### src/hcb_pkg.sv
// package for the huffman code builder: sizes, sequencer steps and the
// command and status structs between controller and datapath; no dependencies
`default_nettype none

package hcb_pkg;

  localparam int unsigned MAX_SYMBOLS = 64;
  localparam int unsigned COUNT_BITS  = 24;
  localparam int unsigned NODE_MAX    = 2 * MAX_SYMBOLS - 1;
  localparam int unsigned SLOT_AW     = $clog2(MAX_SYMBOLS);
  localparam int unsigned CNT_W       = $clog2(MAX_SYMBOLS + 1);
  localparam int unsigned IDX_W       = $clog2(NODE_MAX);
  localparam int unsigned WEIGHT_W    = COUNT_BITS + SLOT_AW;
  localparam int unsigned DEPTH_W     = 6;
  localparam int unsigned CODE_W      = 63;
  localparam int unsigned SYM_W       = 32;
  localparam int unsigned BYTES_W     = 3;
  localparam int unsigned BSUM_W      = 36;
  localparam int unsigned ISUM_W      = 32;
  localparam int unsigned STORE_W     = SYM_W + BYTES_W;
  localparam int unsigned CHILD_W     = 2 * IDX_W;
  localparam int unsigned STACK_W     = IDX_W + DEPTH_W + CODE_W;

  typedef enum logic [4:0] {
    OP_IDLE,
    OP_INIT,
    OP_BLD_NEXT,
    OP_SIFT_LOAD,
    OP_SIFT_SLOT,
    OP_SIFT_WT,
    OP_SIFT_L,
    OP_SIFT_R,
    OP_SIFT_RW,
    OP_SIFT_PICK,
    OP_MERGE_CHK,
    OP_TAKE_TOP,
    OP_TAKE_LAST,
    OP_TAKE_MOVE,
    OP_TAKE_NEXT,
    OP_SUM_A,
    OP_SUM_B,
    OP_SUM_WR,
    OP_UP_CHK,
    OP_UP_SLOT,
    OP_UP_CMP,
    OP_NODE_NEXT,
    OP_WALK_ROOT,
    OP_WALK_PUSH0,
    OP_WALK_POP,
    OP_WALK_READ,
    OP_WALK_LEAF,
    OP_WALK_EMIT,
    OP_WALK_RIGHT,
    OP_WALK_LEFT,
    OP_FINISH
  } hcb_op_e;

  typedef enum logic [1:0] {
    RET_BUILD,
    RET_TAKE1,
    RET_TAKE2
  } hcb_ret_e;

  typedef struct packed {
    hcb_op_e op;
  } hcb_cmd_t;

  typedef struct packed {
    logic acc_last;
    logic init_done;
    logic one_sym;
    logic bld_zero;
    logic sift_end;
    logic sift_stay;
    logic fill_gt1;
    logic m_zero;
    logic up_less;
    logic sp_zero;
    logic is_leaf;
    logic emit_ok;
    logic out_free;
    logic pend_v;
  } hcb_sts_t;

endpackage

`default_nettype wire

### src/hcb_ctrl.sv
// sequencer of the huffman code builder: load, heap build, merges, tree walk
// depends on hcb_pkg
`default_nettype none

module hcb_ctrl (
  input  wire logic             clk_i,
  input  wire logic             rst_ni,
  input  wire hcb_pkg::hcb_sts_t sts_i,
  output hcb_pkg::hcb_cmd_t     cmd_o
);

  hcb_pkg::hcb_op_e  state_q, state_d;
  hcb_pkg::hcb_ret_e ret_q, ret_d;
  hcb_pkg::hcb_op_e  ret_op;

  always_ff @(posedge clk_i or negedge rst_ni) begin
    if (!rst_ni) begin
      state_q <= hcb_pkg::OP_IDLE;
      ret_q   <= hcb_pkg::RET_BUILD;
    end else begin
      state_q <= state_d;
      ret_q   <= ret_d;
    end
  end

  always_comb begin
    unique case (ret_q)
      hcb_pkg::RET_BUILD: ret_op = sts_i.bld_zero ? hcb_pkg::OP_MERGE_CHK : hcb_pkg::OP_BLD_NEXT;
      hcb_pkg::RET_TAKE1: ret_op = hcb_pkg::OP_TAKE_NEXT;
      default:            ret_op = hcb_pkg::OP_SUM_A;
    endcase
  end

  always_comb begin
    state_d   = state_q;
    ret_d     = ret_q;
    cmd_o.op  = state_q;
    unique case (state_q)
      hcb_pkg::OP_IDLE: begin
        if (sts_i.acc_last) state_d = hcb_pkg::OP_INIT;
      end
      hcb_pkg::OP_INIT: begin
        if (sts_i.init_done) begin
          ret_d   = hcb_pkg::RET_BUILD;
          state_d = sts_i.one_sym ? hcb_pkg::OP_WALK_ROOT : hcb_pkg::OP_SIFT_LOAD;
        end
      end
      hcb_pkg::OP_BLD_NEXT:  state_d = hcb_pkg::OP_SIFT_LOAD;
      hcb_pkg::OP_SIFT_LOAD: state_d = hcb_pkg::OP_SIFT_SLOT;
      hcb_pkg::OP_SIFT_SLOT: state_d = hcb_pkg::OP_SIFT_WT;
      hcb_pkg::OP_SIFT_WT:   state_d = hcb_pkg::OP_SIFT_L;
      hcb_pkg::OP_SIFT_L:    state_d = sts_i.sift_end ? ret_op : hcb_pkg::OP_SIFT_R;
      hcb_pkg::OP_SIFT_R:    state_d = hcb_pkg::OP_SIFT_RW;
      hcb_pkg::OP_SIFT_RW:   state_d = hcb_pkg::OP_SIFT_PICK;
      hcb_pkg::OP_SIFT_PICK: state_d = sts_i.sift_stay ? ret_op : hcb_pkg::OP_SIFT_L;
      hcb_pkg::OP_MERGE_CHK: begin
        ret_d   = hcb_pkg::RET_TAKE1;
        state_d = sts_i.fill_gt1 ? hcb_pkg::OP_TAKE_TOP : hcb_pkg::OP_WALK_ROOT;
      end
      hcb_pkg::OP_TAKE_TOP:  state_d = hcb_pkg::OP_TAKE_LAST;
      hcb_pkg::OP_TAKE_LAST: state_d = hcb_pkg::OP_TAKE_MOVE;
      hcb_pkg::OP_TAKE_MOVE: state_d = hcb_pkg::OP_SIFT_WT;
      hcb_pkg::OP_TAKE_NEXT: begin
        ret_d   = hcb_pkg::RET_TAKE2;
        state_d = hcb_pkg::OP_TAKE_TOP;
      end
      hcb_pkg::OP_SUM_A:     state_d = hcb_pkg::OP_SUM_B;
      hcb_pkg::OP_SUM_B:     state_d = hcb_pkg::OP_SUM_WR;
      hcb_pkg::OP_SUM_WR:    state_d = hcb_pkg::OP_UP_CHK;
      hcb_pkg::OP_UP_CHK:    state_d = sts_i.m_zero ? hcb_pkg::OP_NODE_NEXT : hcb_pkg::OP_UP_SLOT;
      hcb_pkg::OP_UP_SLOT:   state_d = hcb_pkg::OP_UP_CMP;
      hcb_pkg::OP_UP_CMP:    state_d = sts_i.up_less ? hcb_pkg::OP_UP_CHK : hcb_pkg::OP_NODE_NEXT;
      hcb_pkg::OP_NODE_NEXT: state_d = hcb_pkg::OP_MERGE_CHK;
      hcb_pkg::OP_WALK_ROOT: state_d = hcb_pkg::OP_WALK_PUSH0;
      hcb_pkg::OP_WALK_PUSH0: state_d = hcb_pkg::OP_WALK_POP;
      hcb_pkg::OP_WALK_POP:  state_d = sts_i.sp_zero ? hcb_pkg::OP_FINISH : hcb_pkg::OP_WALK_READ;
      hcb_pkg::OP_WALK_READ: state_d = sts_i.is_leaf ? hcb_pkg::OP_WALK_LEAF : hcb_pkg::OP_WALK_RIGHT;
      hcb_pkg::OP_WALK_LEAF: state_d = hcb_pkg::OP_WALK_EMIT;
      hcb_pkg::OP_WALK_EMIT: begin
        if (sts_i.emit_ok) state_d = hcb_pkg::OP_WALK_POP;
      end
      hcb_pkg::OP_WALK_RIGHT: state_d = hcb_pkg::OP_WALK_LEFT;
      hcb_pkg::OP_WALK_LEFT:  state_d = hcb_pkg::OP_WALK_POP;
      hcb_pkg::OP_FINISH: begin
        if (sts_i.out_free) state_d = hcb_pkg::OP_IDLE;
      end
      default: state_d = hcb_pkg::OP_IDLE;
    endcase
  end

endmodule

`default_nettype wire

### config.mk
export PLATFORM = sky130hd
export DESIGN_NAME = hcb_ctrl
export DESIGN_NICKNAME = d
export VERILOG_FILES = /design/src/hcb_pkg.sv /design/src/hcb_ctrl.sv
export SDC_FILE = /design/constraint.sdc
export NUM_CORES = 1
export LEC_CHECK = 0
export ABC_CLOCK_PERIOD_IN_PS = 4100
export BUFFER_PORTS_ARGS = -buffer_cell sky130_fd_sc_hd__buf_2
export CELL_PAD_IN_SITES_DETAIL_PLACEMENT = 1
export CELL_PAD_IN_SITES_GLOBAL_PLACEMENT = 1
export CORE_ASPECT_RATIO = 1.25
export CORE_UTILIZATION = 35
export DETAILED_ROUTE_END_ITERATION = 10
export GPL_TIMING_DRIVEN = 0
export PLACE_DENSITY_LB_ADDON = 0.1
export SLEW_MARGIN = 20
export SYNTH_ARGS = -nofsm -noshare
export SYNTH_HDL_FRONTEND = slang
export SYNTH_SLANG_ARGS = --single-unit
### constraint.sdc
create_clock -name clk_i -period 4.1 [get_ports clk_i]
set_clock_uncertainty 0.2 [all_clocks]
set_input_delay 0.82 -clock clk_i [delete_from_list [all_inputs] [get_ports clk_i]]
set_output_delay 0.82 -clock clk_i [all_outputs]
set_load 0.005 [all_outputs]
==> results.ini <==
[pwr]
p_leak_nw=0.3710
power_w=0.0007254
irDropWorstVdd_mv=0.3555
powerDensity_nw_per_um2=796.4

[global_routing]
grt_max_degree=11
first_global_vias=879
grt_pass1_wl_mm=4.160
grt_usage_pct=24.62
antenna_found_initial=0
grt_overflow_total=0

[die]
core_area_um2=2027
ioPinCount=21
die_w_um=43.80
initial_core_util_pct=37.72
die-height_um=54.25
dieArea_um2=2376
num_rows=18

[clock_tree]
cts_resized=0
cts.clk_slew.worst_paths_ps=50
clockRootBuffer=clkbuf_4
postCtsSetupBuffers=0
clk_latency_ps=250
cts_tree=done
ctsHtreeMaxLevel=1
cts_buffers=3
clock-sinks=7
clock_path_buffers=2
cts_hold_buf=0

[flow_run]
max-cap-violations=0

[timing]
fmax_mhz=476.9
min_period_ps=2097
finalSetupViolCount=0
slew_violations=0
min_period_over_period_pct=51.15
tns_ps=0
relSlewSlack_pct=69.99
whs_ps=192.6
grt_setup_unrepaired=no
worst_slew_pin_slew_ps=438.9
hold_viol=0

[critical_path]
rrSetupSlack_ps=2000
cp.arrival_ps=2000
required_ps=4000
cp-end-kind=register
worstSetupPathType=reg2reg
cp-start-kind=register
path_max_fanout=10

[synthesis]
yosys.area.top_type_share_pct=22.91
async_flop_share_pct=100.0
synth_seq_cells=7
syn-num-nets=122
synth_cell_type_count=37
synth_ff_type=dfrtp_1
synth_seq_area_share_pct=22.91
synthCells=106
synth_edf_count=0
avgSynthCellArea_um2=7.212
synth_area_leaders=dfrtp_1 (23%), nand3_1 (6.5%), o21ai_0 (6.5%)
yosys_warnings=0
synth_top_cell_by_area=dfrtp_1
netlist_area_um2=764.5

[layout]
diodes=0
utilization_pct=44.94
finalNetCount=146
final.fill_count=287
area_growth_pct=19.15
fin_area_um2=910.9
drive_gt1_share_pct=27.13

[status]
violations=DRC
status=finished, violations left

[placed_design]
gp_congestion=0.8394
dp_hpwl_mm=2.044
portBuffers=19
placed_area_um2=884.6

[route]
vias=934
wl_per_cell_um=17.89
drc_errors=1
drtIter0Drc=31
routed_wl_mm=2.665
drtAntennaViolNets=0
via_per_inst=6.268
drt_pass1_iterations=7

[hold_path]
hold_path_class=in2async

-- per-layer routing --
layer	track usage, %	vias to the layer above	part of all wire, %
met5	0	-	0
met4	13.02	0	1.7
met3	1.980	4	3.9
met2	41.04	32	50
met1	31.59	448	45
li1	-	450	-
-- power by group --
group | switching, W | total [W] | internal [W] | leakage, nW
registers | 0.0000391 | 0.000144 | 0.000105 | 0.0878
clock network | 0.0000232 | 0.0000602 | 0.0000370 | 0.0150
logic | 0.000326 | 0.000521 | 0.000195 | 0.268
-- placed cells by master (no fill, tap or decap), types with 3 or more instances in the layout --
cell type	Yosys	final
nor2_1	7	7
nand3_1	10	10
inv_1	4	4
a21oi_1	8	8
nand2_1	8	8
o21ai_0	10	10
nor3_1	4	4
clkbuf_4	0	3
o32ai_1	4	4
buf_2	7	26
nor2b_1	4	4
nor3b_1	3	3
dfrtp_1	7	7
-- final cells by class --
class	instances	area (um^2)	share of cell area, %
buffer	8	46.29	5.082
inverter	6	22.52	2.473
clock buffer	4	26.28	2.885
multi-input combinational	85	520.5	57.14
tap	20	25.02	2.747
timing repair buffer	19	95.09	10.44
sequential	7	175.2	19.23
-- critical path: stages, from the launching register on --
cell	delay, ps
dfrtp_1	450
buf_2	220
nor2_1	320
nand2_1	160
o211ai_1	430
o21ai_0	170
-- Yosys cell counts, types with 2 or more instances --
| cell type | instances |
|---|---|
| a32oi_1 | 2 |
| or3_1 | 2 |
| inv_2 | 2 |
| o32ai_1 | 4 |
| inv_1 | 4 |
| nand3_1 | 10 |
| o21ai_1 | 2 |
| buf_2 | 7 |
| nor3b_1 | 3 |
| nor3_1 | 4 |
| nand2_1 | 8 |
| o21ai_0 | 10 |
| nand2b_1 | 2 |
| dfrtp_1 | 7 |
| a21oi_1 | 8 |
| nor2_1 | 7 |
| nor2b_1 | 4 |
-- worst paths after layout --
kind	start	endpoint	cells past startpoint
worst min register to register	ret_q[1]	ret_q[1]	2
worst max register to register	cmd_o[3]	cmd_o[1]	5
worst max-delay path	cmd_o[3]	cmd_o[1]	5
min in group clk_i	ret_q[1]	ret_q[1]	2
max in group asynchronous	rst_ni	cmd_o[4]	1
worst min-delay path	rst_ni	ret_q[1]	1
-- through the flow --
step,setup slack [ps],cells
2_1_floorplan,2311,106
3_3_place_gp,2000,145
3_5_place_dp,2021,145
4_1_cts,1987,149
5_1_grt,1802,149
6_report,2003,149
-- cell families after synthesis --
family | synth area share (%)
AND/OR/NAND/NOR | 32.57
buffers and inverters | 9.001
flip-flops | 22.91
AO/OA/AOI/OAI | 35.52
-- registers in the layout, indices dropped and copies added (netlist names) --
register  cells
cmd_o         5
ret_q         2
(Power assumes the default switching activity.)
